===== src/sv/nsf_pkg.sv =====
// Shared constants, codes and helper functions of the NMEA sentence framer.
package nsf_pkg;

    localparam int CMD_MAX = 7;
    localparam int ARG_MAX = 80;
    localparam int POS_W   = $clog2(ARG_MAX + 2);
    localparam int IDX_W   = $clog2(CMD_MAX);
    localparam int CHK_MAX = 3;

    localparam logic [7:0] CH_DOLLAR = 8'h24;
    localparam logic [7:0] CH_COMMA  = 8'h2C;
    localparam logic [7:0] CH_STAR   = 8'h2A;
    localparam logic [7:0] CH_CR     = 8'h0D;
    localparam logic [7:0] CH_LF     = 8'h0A;
    localparam logic [7:0] CH_ZERO   = 8'h30;
    localparam logic [7:0] CH_UA     = 8'h41;
    localparam logic [7:0] CH_UF     = 8'h46;
    localparam logic [7:0] CH_LA     = 8'h61;
    localparam logic [7:0] CH_LF_HEX = 8'h66;
    localparam logic [7:0] CH_G      = 8'h47;
    localparam logic [7:0] CH_P      = 8'h50;
    localparam logic [7:0] CH_R      = 8'h52;
    localparam logic [7:0] CH_M      = 8'h4D;
    localparam logic [7:0] CH_C      = 8'h43;
    localparam logic [7:0] CH_S      = 8'h53;
    localparam logic [7:0] CH_A      = 8'h41;
    localparam logic [7:0] CH_T      = 8'h54;
    localparam logic [7:0] CH_K      = 8'h4B;

    typedef enum logic [2:0] {
        EV_NONE    = 3'd0,
        EV_OK      = 3'd1,
        EV_BADSUM  = 3'd2,
        EV_LONGCMD = 3'd3,
        EV_LONGARG = 3'd4,
        EV_LONGSUM = 3'd5,
        EV_NOLF    = 3'd6
    } t_event;

    typedef enum logic [2:0] {
        KIND_OTHER = 3'd0,
        KIND_GPRMC = 3'd1,
        KIND_GPGSA = 3'd2,
        KIND_GPGGA = 3'd3,
        KIND_PMTK  = 3'd4
    } t_kind;

    typedef logic [CMD_MAX-1:0][7:0] t_cmd_store;

    typedef struct packed {
        logic [7:0] computed_checksum;
        logic [6:0] argument_length;
        logic [2:0] command_length;
        t_kind      sentence_kind;
        t_event     event_res;
    } t_result;

    // hex digit value; anything else is the byte minus '0', mod 256
    function automatic logic [7:0] hex_value(input logic [7:0] b);
        logic [7:0] v;
        if (b >= CH_UA && b <= CH_UF) begin
            v = b - CH_UA + 8'd10;
        end else if (b >= CH_LA && b <= CH_LF_HEX) begin
            v = b - CH_LA + 8'd10;
        end else begin
            v = b - CH_ZERO;
        end
        return v;
    endfunction

    function automatic t_kind classify(input t_cmd_store k);
        t_kind r;
        r = KIND_OTHER;
        if (k[0] == CH_G && k[1] == CH_P) begin
            if (k[2] == CH_R && k[3] == CH_M && k[4] == CH_C) begin
                r = KIND_GPRMC;
            end else if (k[2] == CH_G && k[3] == CH_S && k[4] == CH_A) begin
                r = KIND_GPGSA;
            end else if (k[2] == CH_G && k[3] == CH_G && k[4] == CH_A) begin
                r = KIND_GPGGA;
            end
        end else if (k[0] == CH_P && k[1] == CH_M && k[2] == CH_T && k[3] == CH_K) begin
            r = KIND_PMTK;
        end
        return r;
    endfunction

endpackage


===== src/sv/nmea_sentence_framer.sv =====
// Top level of the NMEA sentence framer: byte-wise sentence parser with status output.
//
// Takes one received character per transfer on the slave stream and returns exactly
// one registered status word per character on the master stream. A character
// can be taken every clock cycle: all per-character work (phase decode, XOR sum,
// checksum digit shift, command store write, type match) is one shallow level of
// logic between the parser state registers and the output register. The slave side
// stays ready while the output register is empty or is being drained in the same
// cycle, so throughput is one transfer per cycle as long as the sink keeps up.
// '$' starts a sentence; characters up to ',' are the command (first CMD_MAX kept),
// up to '*' the arguments, then up to two hex digits until CR, and LF completes.
// On LF the status carries the sentence type, the command and argument lengths and
// the XOR sum. The command store is never cleared between sentences, so leftovers
// of a longer earlier command take part in type matching. Over-long fields, a bad
// checksum or a missing LF abort back to waiting for '$'.
module nmea_sentence_framer
    import nsf_pkg::*;
(
    input  logic        i_clk,
    input  logic        i_rst_n,
    input  logic        s_axis_tvalid,
    output logic        s_axis_tready,
    input  logic [7:0]  s_axis_tdata,   // [7:0] rx_byte
    output logic        m_axis_tvalid,
    input  logic        m_axis_tready,
    output logic [23:0] m_axis_tdata    // [2:0] event_res, [5:3] sentence_kind,
                                        // [8:6] command_length,
                                        // [15:9] argument_length,
                                        // [23:16] computed_checksum
);

    typedef enum logic [2:0] {
        PH_IDLE,
        PH_CMD,
        PH_ARG,
        PH_CHK,
        PH_CR
    } t_phase;

    t_phase           r_phase,   n_phase;
    logic [POS_W-1:0] r_pos,     n_pos;
    logic [7:0]       r_xor,     n_xor;
    logic [7:0]       r_rx_sum,  n_rx_sum;
    t_cmd_store       r_cmd,     n_cmd;
    logic [2:0]       r_cmd_len, n_cmd_len;
    logic [6:0]       r_arg_len, n_arg_len;
    logic             r_out_valid;
    t_result          r_out,     n_out;

    logic             w_take;
    logic [POS_W-1:0] w_pos_inc;
    logic [7:0]       b;

    // output register frees up when empty or drained this cycle
    assign s_axis_tready = !r_out_valid || m_axis_tready;
    assign w_take        = s_axis_tvalid && s_axis_tready;
    assign m_axis_tvalid = r_out_valid;
    assign m_axis_tdata  = r_out;

    assign b         = s_axis_tdata;
    assign w_pos_inc = r_pos + 1'b1;

    always_comb begin
        n_phase   = r_phase;
        n_pos     = r_pos;
        n_xor     = r_xor;
        n_rx_sum  = r_rx_sum;
        n_cmd     = r_cmd;
        n_cmd_len = r_cmd_len;
        n_arg_len = r_arg_len;
        n_out     = '0;
        n_out.event_res     = EV_NONE;
        n_out.sentence_kind = KIND_OTHER;

        case (r_phase)
            PH_CMD: begin
                n_xor = r_xor ^ b;
                if (b == CH_COMMA) begin
                    n_cmd_len = r_pos[2:0];
                    n_pos     = '0;
                    n_phase   = PH_ARG;
                end else begin
                    if (r_pos < POS_W'(CMD_MAX)) begin
                        n_cmd[r_pos[IDX_W-1:0]] = b;
                    end
                    n_pos = w_pos_inc;
                    if (w_pos_inc >= POS_W'(CMD_MAX + 1)) begin
                        n_phase         = PH_IDLE;
                        n_out.event_res = EV_LONGCMD;
                    end
                end
            end
            PH_ARG: begin
                if (b == CH_STAR) begin
                    n_arg_len = r_pos[6:0];
                    n_rx_sum  = '0;
                    n_pos     = '0;
                    n_phase   = PH_CHK;
                end else begin
                    n_xor = r_xor ^ b;
                    n_pos = w_pos_inc;
                    if (w_pos_inc >= POS_W'(ARG_MAX + 1)) begin
                        n_phase         = PH_IDLE;
                        n_out.event_res = EV_LONGARG;
                    end
                end
            end
            PH_CHK: begin
                if (b == CH_CR) begin
                    if (r_xor == r_rx_sum) begin
                        n_phase = PH_CR;
                    end else begin
                        n_phase                 = PH_IDLE;
                        n_out.event_res         = EV_BADSUM;
                        n_out.computed_checksum = r_xor;
                    end
                end else begin
                    n_rx_sum = {r_rx_sum[3:0], 4'h0} + hex_value(b);
                    n_pos    = w_pos_inc;
                    if (w_pos_inc >= POS_W'(CHK_MAX)) begin
                        n_phase         = PH_IDLE;
                        n_out.event_res = EV_LONGSUM;
                    end
                end
            end
            PH_CR: begin
                n_phase = PH_IDLE;
                if (b == CH_LF) begin
                    n_out.event_res         = EV_OK;
                    n_out.sentence_kind     = classify(r_cmd);
                    n_out.command_length    = r_cmd_len;
                    n_out.argument_length   = r_arg_len;
                    n_out.computed_checksum = r_xor;
                end else begin
                    n_out.event_res = EV_NOLF;
                end
            end
            default: begin
                n_phase = PH_IDLE;
                if (b == CH_DOLLAR) begin
                    n_pos   = '0;
                    n_xor   = '0;
                    n_phase = PH_CMD;
                end
            end
        endcase
    end

    always_ff @(posedge i_clk) begin
        if (!i_rst_n) begin
            r_phase     <= PH_IDLE;
            r_pos       <= '0;
            r_xor       <= '0;
            r_rx_sum    <= '0;
            r_cmd       <= '0;
            r_cmd_len   <= '0;
            r_arg_len   <= '0;
            r_out_valid <= 1'b0;
        end else begin
            if (w_take) begin
                r_phase     <= n_phase;
                r_pos       <= n_pos;
                r_xor       <= n_xor;
                r_rx_sum    <= n_rx_sum;
                r_cmd       <= n_cmd;
                r_cmd_len   <= n_cmd_len;
                r_arg_len   <= n_arg_len;
                r_out_valid <= 1'b1;
            end else if (m_axis_tready) begin
                r_out_valid <= 1'b0;
            end
        end
    end

    // status payload, loaded with each accepted character
    always_ff @(posedge i_clk) begin
        if (w_take) begin
            r_out <= n_out;
        end
    end

endmodule

===== config.mk =====
export PLATFORM = sky130hd
export DESIGN_NAME = nmea_sentence_framer
export DESIGN_NICKNAME = d
export VERILOG_FILES = /design/src/sv/nsf_pkg.sv /design/src/sv/nmea_sentence_framer.sv
export SDC_FILE = /design/constraint.sdc
export NUM_CORES = 1
export LEC_CHECK = 0
export ABC_CLOCK_PERIOD_IN_PS = 3600
export BUFFER_PORTS_ARGS = -buffer_cell sky130_fd_sc_hd__buf_4
export CORE_MARGIN = 8
export CORE_UTILIZATION = 35
export CTS_BUF_LIST = sky130_fd_sc_hd__clkbuf_2
export CTS_CLUSTER_DIAMETER = 150
export CTS_CLUSTER_SIZE = 24
export DETAILED_ROUTE_END_ITERATION = 10
export PLACE_DENSITY = 0.61
export SYNTH_ARGS = -nofsm -noshare
export SYNTH_HDL_FRONTEND = slang
export SYNTH_SLANG_ARGS = --single-unit
export TNS_END_PERCENT = 50

===== constraint.sdc =====
create_clock -name i_clk -period 3.6 [get_ports i_clk]
set_input_delay 0.36 -clock i_clk [delete_from_list [all_inputs] [get_ports i_clk]]
set_output_delay 0.36 -clock i_clk [all_outputs]
set_load 0.005 [all_outputs]

After elaboration in Yosys (flattened, before gate mapping)
Index checks and enable logic that the tools add are counted.
Operators by class
  $mul: 0
  equal/unequal tests: 29
  divide/modulo/power cells: 0
  shifts and indexed selects: 0
  add/subtract/negate cells: 7
  mux-type cells: 47
  reductions and logical operators: 29
  order comparisons: 10
  bitwise logic cells: 4
Operator list (number)
  8-bit by 7-bit equality test with 1-bit output, second input constant: 13
  8-bit 2-to-1 mux: 11
  56-bit bitwise mux: 1
  3-bit 2-to-1 mux: 14
  8-bit one-hot mux with 2 select lines: 2
  7-bit 2-to-1 mux: 4
  7-bit one-hot mux with 4 select lines: 1
  8-bit demux with 3-bit select: 1
  8-bit by 6-bit equality test with 1-bit output, second input constant: 3
  3-bit one-hot mux with 4 select lines: 2
  8-bit one-hot mux with 3 select lines: 1
  21-bit 2-to-1 mux: 1
  4-bit AND reduction: 5
  8-bit by 4-bit adder with 8-bit output, second input constant: 2
  8-bit by 4-bit equality test with 1-bit output, second input constant: 2
  8-bit by 7-bit >= comparator with 1-bit output, second input constant: 2
  8-bit by 7-bit less-or-equal comparator with 1-bit output, second input constant: 2
  8-bit by 7-bit subtractor with 8-bit output, second input constant: 2
  1-bit logical AND: 14
  2-bit 2-to-1 mux: 6
  3-bit != test, second input constant: 3
  8-bit adder: 1
  8-bit equality test: 1
  8-bit by 6-bit subtractor with 8-bit output, second input constant: 1
  other kinds (22): 31
Storage, ports and cells
  bits of input ports: 12
  bits in read-only memories: 0
  memories: 0
  flip-flop bits (word level): 117
  logic and storage cells: 145
  bits in writable memories: 0
  output and inout port bits: 26
  bits in latches: 0

Logic depth before layout (Yosys ltp)
Gate-level depths: netlist of the first run.
  depth after elaboration: 9
  mapped depth: 15
  depth with buffers taken out: 14

Least setup slack after synthesis of the first run
OpenSTA, ideal clock, no wires.
  path kind: input to register
  start: in s_axis_tdata[0]
  end: reg r_rx_sum[7]
  cell stages on the path: 15
  data required time: 3.526 ns
  arrival: 3.215 ns
  library setup time: 0.074 ns
  buffers on the path: 1
  setup slack: 0.310 ns
  path through: clkbuf_1 inv_1 ha_1 or4b_1 a21oi_1 nor4_1 mux2i_1 mux2i_1 ha_1 a21o_1 a21oi_1 xnor2_1 nand3_1 o32a_1 a31oi_1
Between the ends
  cells in the longest elaborated chain, start to end: 9
  elaborated cells on any way between the ends: 23
  classes of those cells: add/sub (6); order compare (4); eq/ne (4); mux (6); reduce/logical (3)
Ends and longest elaborated chain
  from (decl): RTL line nmea_sentence_framer.sv:23  | input logic [7:0] s_axis_tdata,
  8-bit by 7-bit subtractor with 8-bit output, or another cell as far along: RTL line nsf_pkg.sv:64  | v = b - CH_LA + 8'd10;
  8-bit by 4-bit adder with 8-bit output or 1-bit logical AND (tied branches): RTL line nsf_pkg.sv:64, nsf_pkg.sv:63
  8-bit 2-to-1 mux: RTL line nsf_pkg.sv:63  | end else if (b >= CH_LA && b <= CH_LF_HEX) begin
  8-bit 2-to-1 mux: RTL line nsf_pkg.sv:61  | if (b >= CH_UA && b <= CH_UF) begin
  8-bit 2-to-1 mux: RTL line nmea_sentence_framer.sv:109  | if (b == CH_CR) begin
  8-bit 2-to-1 mux: RTL line nmea_sentence_framer.sv:75  | case (r_phase)
  8-bit adder: RTL line nmea_sentence_framer.sv:118  | n_rx_sum = {r_rx_sum[3:0], 4'h0} + hex_value(b);
  8-bit 2-to-1 mux: RTL line nmea_sentence_framer.sv:109
  8-bit one-hot mux with 2 select lines: RTL line nmea_sentence_framer.sv:75
  to (signal assigned): RTL line nmea_sentence_framer.sv:164  | r_rx_sum <= n_rx_sum;
  to (decl): RTL line nmea_sentence_framer.sv:43  | logic [7:0] r_rx_sum, n_rx_sum;
Parallel ways exist; a longest one is shown, timed or not. The select of a mux whose other input is x is not followed.
A chain may end at the register's enable or synchronous reset.

Worst setup path in the final report of the first run
Same ends and word-level chain as after synthesis.

==> results of run 1 <==
-- power groups by stage --
stage | clock network [uW] | logic, uW | registers [uW]
3_3_place_gp | 0 | 178 | 1220
2_1_floorplan | 0 | 110 | 1210
5_1_grt | 658 | 201 | 1200
3_5_place_dp | 0 | 178 | 1220
4_1_cts | 605 | 182 | 1200
6_report | 584 | 183 | 1200
-- cell type report --
| cell class | count | area, um^2 |
|---|---|---|
| tap | 184 | 230 |
| clock inverter | 7 | 81.3 |
| clock buffer | 9 | 45.0 |
| inverter | 18 | 67.6 |
| multi-input combinational | 390 | 2690 |
| timing repair buffer | 49 | 380 |
| sequential | 101 | 2260 |
| fill | 1465 | 8660 |
-- layer usage --
metal,vias up,part of all wire
li1,1939,-
met2,82,0.45
met5,-,0
met1,1856,0.49
met4,0,0.011
met3,8,0.048
-- flip-flops by register name (all words and copies together), names as in the netlist --
register / count
r_pos: 7
r_phase: 3
r_cmd_len: 3
r_rx_sum: 8
r_xor: 8
r_arg_len: 7
m_axis_tvalid: 1
r_cmd: 40
m_axis_tdata: 24
-- cells by family (layout without fill, tap and decap cells) --
| kind of cell | Yosys count | count (layout) | synth area share |
|---|---|---|---|
| DFF | 101 | 101 | 0.442 |
| muxes | 52 | 52 | 0.102 |
| and+or+nand+nor | 231 | 231 | 0.250 |
| buffers and inverters | 44 | 83 | 0.0332 |
| xor gates and xnor gates | 32 | 32 | 0.0548 |
| adders and majority gates | 16 | 16 | 0.0406 |
| AOI/OAI and AO/OA | 59 | 59 | 0.0780 |
-- metrics by stage --
step	utilization	hold slack (ps)	instance area, um^2	power (uW)	worst slack [ps]
finish	0.399	71.9	5760	1970	267
global route	0.399	5.53	5760	2060	91.2
CTS	0.398	17.9	5740	1990	882
detailed placement	0.387	445	5580	1400	193
global placement	0.387	439	5580	1400	259
floorplan	-	432	5120	1320	310
-- layout by cell type (no fill, tap or decap), types with 3 or more instances in the layout --
cell and n:
nand2_1 41, clkbuf_2 9, a21oi_1 15, nor4_4 5, nor3b_1 4, nor4_1 7
edfxtp_1 24, a31oi_1 4, inv_1 17, buf_4 44, nor2_1 79, nor4bb_1 3
dfxtp_1 77, nor2b_1 6, a21o_1 5, nor3_1 11, ha_1 15, o21ai_0 12
and2_1 24, dlygate4sd3_1 5, nand4_1 8, xnor2_1 10, mux2i_1 52, nor4b_1 6
nand2b_1 5, xor2_1 22, and3_1 3, nand3_1 15
-- critical path: cells and delay by family --
kind / cells / cell delay, ps
simple gates: 3 / 630
mux: 2 / 300
fa+ha+maj: 2 / 430
xor+xnor: 1 / 170
buf+inv: 4 / 980
compound gates: 5 / 1010
-- path summary, 6_finish.rpt --
check,startpoint,end,slack (ps),cells past startpoint
max,s_axis_tdata[0],r_rx_sum[7]$_SDFFE_PN0P_,270,17
min,s_axis_tdata[5],r_cmd[13]$_SDFFE_PN0P_,70,3
max reg2reg,r_pos[0]$_SDFFE_PN0P_,r_phase[0]$_SDFFE_PN0P_,900,7
min reg2reg,r_cmd_len[1]$_SDFFE_PN0P_,r_cmd_len[1]$_SDFFE_PN0P_,470,2
==> metrics.md, run 1 <==
| Metric | Value |
|---|---|
| Overall via count from detail_route | `3,885` |
| Clk_lat worst skew | `640 ps` |
| Clk root buf | `clkbuf_2` |
| Count of mapped cells out of synthesis | `535` |
| Top cells by count, synth | `nor2_1 (79), dfxtp_1 (77), mux2i_1 (52), nand2_1 (41)` |
| Num Clock Sinks | `slightly above 100` |
| Final setup viols | `0` |
| Number of antenna-violating nets in the routed design | `0` |
| Path category of the worst min-delay check | `in2reg` |
| Worst slew margin relative to its limit | `0.327` |
| Die Span X | `137 um` |
| Total number of yosys warnings | `0` |
| CTS tree | `yes` |
| Sequential power share | `0.610` |
| Largest voltage drop on the vdd net | `0.195 mV` |
| Area of the placeable core | `0.0144 mm^2` |
| Met1 demand-to-capacity share in global routing | `0.172` |
| Synth Register Bits | `101` |
| Summed instance area of the synthesized netlist | `0.00512 mm^2` |
| Pwr per Cell Area | `between 300 and 400 mW/mm^2` |
| Post_cts resized | `0` |
| Count of boundary I/O pins | `38` |
| Total Routing Usage GR | `0.131` |
| Number of global-route vias before repair | `about 3,700` |
| Clk pwr share | `0.297` |
| Minimum period implied by the final worst setup slack | `between 3000 and 4000 ps` |
| Setup TNS after final layout | `0 ps` |
| Final weighted congestion in routability-driven placement | `0.861` |
| Startpoint type of the worst setup path | `primary input` |
| Number of remaining DRC errors | `0` |
| Antenna Diode Count | `0` |
| Setup repair bufs after CTS | `0` |
| Sequential cell area fraction in the yosys report | `0.442` |
| Layout overhead on the synthesized area | `12.5%` |
| Maximum fanout encountered on the critical timing path | `12` |
| Share of post-route cells with drive strength above 1 | `0.125` |
| Clock slew seen by the registers of the worst setup and hold paths | `290 ps` |
| Cells after DPL | `737` |
| Post-synthesis async set-or-reset flop share | `0` |
| Detailed Route WL | `about 12,000 um` |
| Grt peak-use layer | `met2` |
| Number of DRC markers after the initial detailed-route iteration | `approximately 350` |
| Largest stage delay, worst path | `around 530 ps` |
| Drt via density | `5.13` |
| Half-perimeter wire length after detailed placement | `8450 um` |
| Number of buffers inserted during clock tree synthesis | `9` |
| Routed wirelength normalized by instance count | `15.7 um` |
| Cell internal pwr | `around 1400 uW` |
| Post-synth top area share | `0.301` |
| Pin count of the biggest net entering global routing | `61` |
| NumNets Final | `597` |
| Fmax achieved | `300 MHz` |
| Final Hold Fails | `0` |
| Max-cap check violation count | `0` |
| Number of standard-cell rows in the floorplan | `44` |
| Number of pins exceeding their max-slew limit in the final report | `0` |
| Syn avg cell area | `9.57 um^2` |
| Post-synthesis cell type with the largest combined area | `dfxtp_1` |
| Net count after synthesis | `563` |
| Least-Margin Pin Slew | `999 ps` |
| Worst-case clock skew | `32.2 ps` |
| Crit path max-delay cell type | `dlygate4sd3_1` |
| Antenna violations before repair | `0` |
| Floorplan die area | `about 0.019 mm^2` |
| Die outline height | `137 um` |
| Overall overflow remaining after global route | `0` |
| Cell leakage power | `0.00209 uW` |
| Leading cell type by number of instances after synthesis | `nor2_1` |
| Number of buffers between clock root and the deepest sink | `2` |
| First-pass iteration count of the detailed router | `4` |
| Crit end category | `flip-flop` |
| Top flip-flop cell by instance count after synthesis | `dfxtp_1` |
| H-tree levels | `3` |
| Setup repair after global routing missed its margin | `no` |
| Required time reported for the critical path endpoint | `4170 ps` |
| Result of the run | `complete, no violations` |
| Proportion of power drawn by combinational gates | `0.093` |
| Number of buffers inserted by port buffering | `37` |
| Final period utilization | `0.926` |
| Switching share of power | `0.274` |
| Final cell count without fillers | `758` |
| Number of hold buffers added after cts | `3` |
| Path type of the worst setup path | `in2reg` |
| Number of enable flip-flop cells after synthesis | `24` |
| Worst Path Arrival | `3900 ps` |
| Initial core utilization | `0.355` |
| Global-route track usage on met3 | `0.0356` |
| Wire length of the first global-routing pass | `19,200 um` |
| Crit-path cells | `dlygate4sd3_1 -> buf_4 -> inv_1 -> ha_1 -> or4b_1 -> a21oi_1 -> nor4_1 -> buf_4 -> mux2i_1 -> mux2i_1 -> ha_1 -> a21o_1 -> a21oi_1 -> xnor2_1 -> nand3_1 -> o32a_1 -> a31oi_1` |
| Number of different library cells in the post-synthesis netlist | `61` |
| Switching component of the power | `between 500 and 600 uW` |
| Leading cell types by total area after synthesis | `dfxtp_1 (30%), edfxtp_1 (14%), mux2i_1 (10%)` |
| Met2 usage | `0.204` |
(Power assumes the default switching activity.)
==> run 2: changes to the inputs <==
- PLACE_DENSITY: 0.61 -> default
- PLACE_DENSITY_LB_ADDON: default -> 0.12
==> run 2 against run 1 <==
Clock power shrank 3%; die area is the same; cell area shrank 0.63%; first-iteration DRC count shrank 15%; core utilization shrank 0.25 points; sequential share of layout area grew 0.25 points; register-to-register slack lost 40 ps; global-route usage shrank 0.14 points; hold slack lost 16 ps; critical path depth shrank 2; setup slack gained 420 ps; largest cell class unchanged.
==> metrics.md, run 2 (synthesis gave the netlist of run 1 again) <==
| Metric | Value |
|---|---|
| Leading cell types in the layout, fill and taps excluded | `nor2_1 (79), dfxtp_1 (77), mux2i_1 (52) (unchanged)` |
| Final setup viols | `0 (unchanged)` |
| Number of buffers inserted by port buffering | `37 (unchanged)` |
| Required time reported for the critical path endpoint | `4180 ps (was 4170 ps)` |
| Number of remaining DRC errors | `0 (unchanged)` |
| Die outline height | `137 um (unchanged)` |
| Routed wirelength normalized by instance count | `15.8 um (was 15.7 um)` |
| Instance area at placement | `0.00558 mm^2 (about the same)` |
| Hold path startpoint | `s_axis_tdata[1] (was s_axis_tdata[5])` |
| Worst-case clock skew | `36.0 ps (was 32.2 ps)` |
| Flip-flop count of the largest register after layout | `40 (unchanged)` |
| Setup repair bufs after CTS | `0 (unchanged)` |
| Crit end category | `flip-flop (unchanged)` |
| H-tree levels | `3 (unchanged)` |
| Wire length of the first global-routing pass | `18,900 um (was 19,200 um)` |
| Fmax achieved | `344 MHz (was 300 MHz)` |
| Number of hold buffers added after cts | `3 (unchanged)` |
| Pwr per Cell Area | `339 mW/mm^2 (was 341 mW/mm^2)` |
| Hold Path Sink | `r_cmd[33]$_SDFFE_PN0P_ (was r_cmd[13]$_SDFFE_PN0P_)` |
| Initial core utilization | `0.355 (unchanged)` |
| Overall overflow remaining after global route | `0 (unchanged)` |
| Half-perimeter wire length after detailed placement | `8390 um (was 8450 um)` |
| Worst hold path cell count | `3 (unchanged)` |
| NumNets Final | `594 (was 597)` |
| Num Clock Sinks | `101 (unchanged)` |
| Antenna violations before repair | `1 (was 0)` |
| Drt via density | `5.15 (was 5.13)` |
| Setup repair after global routing missed its margin | `no (unchanged)` |
| Number of buffers inserted during clock tree synthesis | `9 (unchanged)` |
| Final Hold Fails | `0 (unchanged)` |
| CTS tree | `yes (unchanged)` |
| Startpoint type of the worst setup path | `primary input (unchanged)` |
| Setup TNS after final layout | `0 ps (unchanged)` |
| Cell leakage power | `0.00207 uW (was 0.00209 uW)` |
| Source of the worst register-to-register timing path | `r_phase[0]$_SDFFE_PN0P_ (was r_pos[0]$_SDFFE_PN0P_)` |
| Die Span X | `137 um (unchanged)` |
| Clk root buf | `clkbuf_2 (unchanged)` |
| Minimum period implied by the final worst setup slack | `2910 ps (was 3330 ps)` |
| Most common library cell in the layout ignoring fill and taps | `nor2_1 (unchanged)` |
| Layout overhead on the synthesized area | `11.8% (was 12.5%)` |
| Worst Path Arrival | `3490 ps (was 3900 ps)` |
| Floorplan die area | `0.0187 mm^2 (unchanged)` |
| Detailed Route WL | `11,900 um (about the same)` |
| Clock slew seen by the registers of the worst setup and hold paths | `290 ps (about the same)` |
| Final cell count without fillers | `756 (was 758)` |
| Number of buffers between clock root and the deepest sink | `2 (unchanged)` |
| Final core utilization | `0.397 (was 0.399)` |
| Path type of the worst setup path | `in2reg (unchanged)` |
| Largest voltage drop on the vdd net | `0.141 mV (was 0.195 mV)` |
| Count of boundary I/O pins | `38 (unchanged)` |
| Overall via count from detail_route | `3,890 (was 3,885)` |
| Worst flop-to-flop path endpoint | `r_cmd[21]$_SDFFE_PN0P_ (was r_phase[0]$_SDFFE_PN0P_)` |
| Total Routing Usage GR | `0.129 (was 0.131)` |
| Max-cap check violation count | `0 (unchanged)` |
| Least-Margin Pin Slew | `812 ps (was 999 ps)` |
| Worst reg2reg setup slack | `860 ps (was 900 ps)` |
| Worst-case reg-to-reg path depth | `6 (was 7)` |
| Share of post-route cells with drive strength above 1 | `0.123 (was 0.125)` |
| First-pass iteration count of the detailed router | `5 (was 4)` |
| Number of DRC markers after the initial detailed-route iteration | `293 (was 345)` |
| Number of global-route vias before repair | `3,644 (was 3,713)` |
| Area of all placed cells without fillers | `0.00572 mm^2 (was 0.00576 mm^2)` |
| Final period utilization | `0.809 (was 0.926)` |
| Number of antenna-violating nets in the routed design | `0 (unchanged)` |
| Area of the placeable core | `0.0144 mm^2 (unchanged)` |
| Hold Slack | `55.7 ps (was 71.9 ps)` |
| Clk_lat worst skew | `620 ps (was 640 ps)` |
| Maximum fanout encountered on the critical timing path | `12 (unchanged)` |
| Number of standard-cell rows in the floorplan | `44 (unchanged)` |
| Result of the run | `complete, no violations (unchanged)` |
| Cells after DPL | `736 (was 737)` |
| Path category of the worst min-delay check | `in2reg (unchanged)` |
| Post_cts resized | `0 (unchanged)` |
| Pin count of the biggest net entering global routing | `61 (unchanged)` |
| Worst slew margin relative to its limit | `0.454 (was 0.327)` |
| Register with the highest flop count | `r_cmd (unchanged)` |
| Final weighted congestion in routability-driven placement | `0.804 (was 0.861)` |
| Number of pins exceeding their max-slew limit in the final report | `0 (unchanged)` |
run 2: cell types whose count changed in the layout (fill, tap and decap cells not counted):
cell           change
dlygate4sd3_1      -2
diode_2            +1
clkinv_1           +1
inv_8              -1
clkinv_2           -1
inv_6              -1
clkbuf_2           +2
buf_4              -1
run 2: through the flow:
stage          setup WS [ps]  power, uW
4_1_cts                  811       1970
5_1_grt                  465       2040
3_5_place_dp             128       1400
3_3_place_gp             277       1400
2_1_floorplan            310       1320
6_report                 689       1940
run 2: per-layer routing:
| layer | vias up | share of wire | global-route usage |
|---|---|---|---|
| met5 | - | 0 | 0 |
| met4 | 0 | 0.016 | 0.0531 |
| met3 | 16 | 0.053 | 0.0268 |
| met2 | 101 | 0.45 | 0.200 |
| met1 | 1839 | 0.48 | 0.172 |
| li1 | 1934 | - | - |
run 2: critical path, stage by stage:
cell and delay (ps):
buf_4 170, inv_1 100, ha_1 220, or4b_1 160, a21oi_1 90, nor4_1 600, mux2i_1 260, mux2i_1 120
ha_1 300, a21o_1 180, a21oi_1 250, xnor2_1 190, nand3_1 120, o32a_1 210, a31oi_1 160
run 2: worst max-delay path by stage:
stage | start | endpoint | slack [ps] | cells past startpoint
after global routing | s_axis_tdata[0] | r_rx_sum[7]$_SDFFE_PN0P_ | 470 | 15
after floorplan | s_axis_tdata[0] | r_rx_sum[7]$_SDFFE_PN0P_ | 310 | 15
after CTS | s_axis_tdata[0] | r_rx_sum[7]$_SDFFE_PN0P_ | 810 | 15
after global placement | s_axis_tdata[0] | r_rx_sum[7]$_SDFFE_PN0P_ | 280 | 15
after detailed placement | s_axis_tdata[0] | r_rx_sum[7]$_SDFFE_PN0P_ | 130 | 15
final | s_axis_tdata[0] | r_rx_sum[7]$_SDFFE_PN0P_ | 690 | 15
run 2: report_power, final:
part / total (uW) / switching [uW] / leakage [uW] / internal (uW)
Sequential: 1200 / 15.0 / 0.000862 / 1180
Clock: 564 / 394 / 0.0000742 / 170
Combinational: 179 / 110 / 0.00113 / 69.2
Total: 1940 / 518 / 0.00207 / 1420
run 2: cell type report:
cell class / count / area [um^2]
flip-flops and latches: 101 / 2260
repair buffers: 46 / 353
fillers: 1473 / 8700
inverters: 18 / 67.6
clock buffers: 11 / 55.1
diodes: 1 / 2.50
multi-input cells: 390 / 2690
clock inverters: 5 / 60.1
well taps: 184 / 230
==> run 3: changes to the inputs <==
- ABC_AREA: default -> 1
- ABC_CLOCK_PERIOD_IN_PS: 3600 -> 2500
- clock period: 3.6 -> 2.5 ns (I/O delays scaled with it)
==> run 3 against run 2 <==
First-iteration DRC count up 3.1%; power up 59%; clock-buffer cell count down 2; global-route usage up 1.2 points; register-to-register slack worse by 370 ps; via count up 20%; core utilization up 1.8 points; critical path depth up 3; sequential power up 46%; critical path type unchanged.
==> metrics.md, run 3 <==
| Metric | Value |
|---|---|
| Number of global-route vias before repair | `4,399 (was 3,644)` |
| Num Clock Sinks | `101 (unchanged)` |
| H-tree levels | `3 (unchanged)` |
| Dpl ws | `-123 ps (was 128 ps)` |
| Overall via count from detail_route | `4,665 (was 3,890)` |
| Number of different library cells in the post-synthesis netlist | `46 (was 61)` |
| Sequential cell area fraction in the yosys report | `0.422 (was 0.442)` |
| Leading cell types by total area after synthesis | `dfxtp_1 (29%), edfxtp_1 (13%), nand2_1 (7.4%) (was dfxtp_1 (30%), edfxtp_1 (14%), mux2i_1 (10%))` |
| Critical Path Most Common Cell | `nand2_1` |
| First-pass iteration count of the detailed router | `6 (was 5)` |
| Least-Margin Pin Slew | `534 ps (was 812 ps)` |
| Worst hold path cell count | `5 (was 3)` |
| Share of post-route cells with drive strength above 1 | `0.190 (was 0.123)` |
| Setup repair after global routing missed its margin | `no (unchanged)` |
| Die outline height | `140 um (was 137 um)` |
| Result of the run | `complete, no violations (unchanged)` |
| Total buffers and inverters traversed by the critical path | `5 (was 2)` |
| Crit path max-delay cell type | `dlygate4sd3_1 (was nor4_1)` |
| Number of remaining DRC errors | `0 (unchanged)` |
| CTS tree | `yes (unchanged)` |
| Flip-flop count of the largest register after layout | `40 (unchanged)` |
| Half-perimeter wire length after detailed placement | `10,400 um (was 8390 um)` |
| Layout overhead on the synthesized area | `16.7% (was 11.8%)` |
| Max-cap check violation count | `0 (unchanged)` |
| Leading cell types in the layout, fill and taps excluded | `nand2_1 (105), inv_1 (90), dfxtp_1 (77) (was nor2_1 (79), dfxtp_1 (77), mux2i_1 (52))` |
| Post-synthesis async set-or-reset flop share | `0 (unchanged)` |
| Final setup viols | `0 (unchanged)` |
| Clk root buf | `clkbuf_2 (unchanged)` |
| Leading cell type by number of instances after synthesis | `nand2_1 (was nor2_1)` |
| Pwr per Cell Area | `493 mW/mm^2 (was 339 mW/mm^2)` |
| Worst setup slack after layout | `134 ps (was 689 ps)` |
| Final Hold Fails | `0 (unchanged)` |
| Count of boundary I/O pins | `38 (unchanged)` |
| Number of pins exceeding their max-slew limit in the final report | `0 (unchanged)` |
| NumNets Final | `790 (was 594)` |
| Area of combinational cells with multiple inputs | `0.00260 mm^2 (was 0.00269 mm^2)` |
| Most common library cell in the layout ignoring fill and taps | `nand2_1 (was nor2_1)` |
| Area of the placeable core | `0.0151 mm^2 (was 0.0144 mm^2)` |
| Post-synthesis cell type with the largest combined area | `dfxtp_1 (unchanged)` |
| Number of buffers between clock root and the deepest sink | `2 (unchanged)` |
| Register area | `0.00226 mm^2 (unchanged)` |
| Clock slew seen by the registers of the worst setup and hold paths | `310 ps (was 290 ps)` |
| Crit-path cells | `dlygate4sd3_1 -> buf_4 -> inv_2 -> ha_2 -> nor3b_2 -> nand2_1 -> nand3_1 -> nand2_2 -> buf_4 -> nand2_2 -> nand2_1 -> xor2_1 -> ha_1 -> inv_1 -> fa_1 -> xnor2_1 -> nand2_1 -> a21oi_1 (was buf_4 -> inv_1 -> ha_1 -> or4b_1 -> a21oi_1 -> nor4_1 -> mux2i_1 -> mux2i_1 -> ha_1 -> a21o_1 -> a21oi_1 -> xnor2_1 -> nand3_1 -> o32a_1 -> a31oi_1)` |
| Synth Register Bits | `101 (unchanged)` |
| Number of enable flip-flop cells after synthesis | `24 (unchanged)` |
| Clk_lat worst skew | `640 ps (was 620 ps)` |
| Worst-case clock skew | `43.6 ps (was 36.0 ps)` |
| Path type of the worst setup path | `in2reg (unchanged)` |
| Largest voltage drop on the vdd net | `0.190 mV (was 0.141 mV)` |
| Path category of the worst min-delay check | `in2reg (unchanged)` |
| Die Span X | `140 um (was 137 um)` |
| Drt via density | `4.88 (was 5.15)` |
| Fmax achieved | `around 420 MHz` |
| Startpoint type of the worst setup path | `primary input (unchanged)` |
| Worst reg2reg setup slack | `490 ps (was 860 ps)` |
| Number of standard-cell rows in the floorplan | `45 (was 44)` |
| Maximum fanout encountered on the critical timing path | `4 (was 12)` |
| Initial core utilization | `0.355 (about the same)` |
| Minimum period implied by the final worst setup slack | `2370 ps` |
| Top cells by count, synth | `nand2_1 (106), inv_1 (92), dfxtp_1 (77), nor2_1 (74), a21oi_1 (65) (was nor2_1 (79), dfxtp_1 (77), mux2i_1 (52), nand2_1 (41))` |
| Antenna violations before repair | `1 (unchanged)` |
| Number of buffers inserted by port buffering | `37 (unchanged)` |
| Number of buffers inserted during clock tree synthesis | `9 (unchanged)` |
| Largest stage delay, worst path | `530 ps (was 600 ps)` |
| Number of antenna-violating nets in the routed design | `0 (unchanged)` |
| Hold Path Sink | `r_cmd[20]$_SDFFE_PN0P_ (was r_cmd[33]$_SDFFE_PN0P_)` |
| Worst slew margin relative to its limit | `0.644 (was 0.454)` |
| Source of the worst register-to-register timing path | `r_pos[0]$_SDFFE_PN0P_ (was r_phase[0]$_SDFFE_PN0P_)` |
| Final period utilization | `0.946` |
| Worst Path Arrival | `2970 ps (was 3490 ps)` |
| Wire length of the first global-routing pass | `22,200 um (was 18,900 um)` |
| Net count after synthesis | `721 (was 563)` |
| Number of filler instances in the final layout | `1,554 (was 1,473)` |
| Summed instance area of the synthesized netlist | `0.00536 mm^2 (was 0.00512 mm^2)` |
| Top flip-flop cell by instance count after synthesis | `dfxtp_1 (unchanged)` |
| Required time reported for the critical path endpoint | `3100 ps (was 4180 ps)` |
| Crit end category | `flip-flop (unchanged)` |
| Routed wirelength normalized by instance count | `14.4 um (was 15.8 um)` |
| Largest delay contributor family on the critical path | `buffers and inverters (was compound AO/OA/AOI/OAI gates)` |
| Cell leakage power | `0.00253 uW (was 0.00207 uW)` |
| Post-synth top area share | `0.288 (was 0.301)` |
| Worst-case reg-to-reg path depth | `13 (was 6)` |
| Pin count of the biggest net entering global routing | `53 (was 61)` |
| Worst flop-to-flop path endpoint | `r_phase[1]$_SDFFE_PN0P_ (was r_cmd[21]$_SDFFE_PN0P_)` |
| Total Routing Usage GR | `0.142 (was 0.129)` |
| Register with the highest flop count | `r_cmd (unchanged)` |
| Syn avg cell area | `7.73 um^2 (was 9.57 um^2)` |
| Total number of yosys warnings | `0 (unchanged)` |
| Final weighted congestion in routability-driven placement | `0.845 (was 0.804)` |
| Count of mapped cells out of synthesis | `693 (was 535)` |
| Detailed Route WL | `13,800 um (was 11,900 um)` |
| Number of DRC markers after the initial detailed-route iteration | `302 (was 293)` |
| Final core utilization | `0.415 (was 0.397)` |
| Hold path startpoint | `s_axis_tdata[4] (was s_axis_tdata[1])` |
| Floorplan die area | `0.0195 mm^2 (was 0.0187 mm^2)` |
| Overall overflow remaining after global route | `0 (unchanged)` |
[run 3: worst register-to-register path, cell delays in order (launching register included)]
cell	delay, ps
dfxtp_1	580
ha_1	310
nand3_1	100
nand2_1	90
nand2_1	90
inv_1	90
nand2_1	70
nand2_1	60
nand2_1	60
nand2_1	120
nand2_1	70
nor2_1	170
nor2_1	60
nor2_1	110
[run 3: worst max-delay path by stage]
stage / to / start / cells past startpoint
global placement: r_rx_sum[7]$_SDFFE_PN0P_ / s_axis_tdata[1] / 18
floorplan: r_rx_sum[7]$_SDFFE_PN0P_ / s_axis_tdata[4] / 18
detailed placement: r_rx_sum[7]$_SDFFE_PN0P_ / s_axis_tdata[1] / 18
CTS: r_rx_sum[7]$_SDFFE_PN0P_ / s_axis_tdata[1] / 19
finish: r_rx_sum[6]$_SDFFE_PN0P_ / s_axis_tdata[1] / 18
global route: r_rx_sum[7]$_SDFFE_PN0P_ / s_axis_tdata[5] / 19
[run 3: metal layers]
metal | track usage | up-vias | wire, um
met4 | 0.0549 | 0 | 196
li1 | - | 2412 | -
met3 | 0.0284 | 12 | 501
met2 | 0.230 | 71 | 6410
met5 | 0 | - | 0
met1 | 0.181 | 2170 | 6690
[run 3: cell families after synthesis]
| kind of cell | synth area share |
|---|---|
| simple gates | 0.278 |
| compound gates | 0.134 |
| buf+inv | 0.0976 |
| flops | 0.422 |
| xor+xnor | 0.0294 |
| fa+ha+maj | 0.0388 |
[run 3: final cells by class]
type | instances | share of cell area
antenna | 1 | 0.000400
inverter | 102 | 0.0628
multi-input combinational | 467 | 0.416
timing repair buffer | 81 | 0.101
clock buffer | 9 | 0.00720
clock inverter | 7 | 0.0132
tap | 188 | 0.0376
sequential | 101 | 0.362
[run 3: metrics by stage]
step	total power (uW)	cell area, um^2	setup TNS [ps]	hold slack, ps	std cells
2_1_floorplan	2050	5360	0	414	693
3_3_place_gp	2220	5990	0	436	928
3_5_place_dp	2220	5990	-126	443	928
4_1_cts	3110	6220	0	20.7	954
5_1_grt	3240	6250	0	26.8	956
6_report	3080	6250	0	73.7	956
[run 3: where the power goes]
group          total, uW  switching (uW)  internal (uW)
combinational        463             280            183
sequential          1750            28.4           1720
clock                871             618            253
total               3080             927           2150
[run 3: repair_timing]
item	4_1_cts	5_1_grt
setup buffers	0	1
hold endpoints to repair	30	0
endpoints found under the setup margin	0	2
hold buffers	10	0
resized for setup	0	10
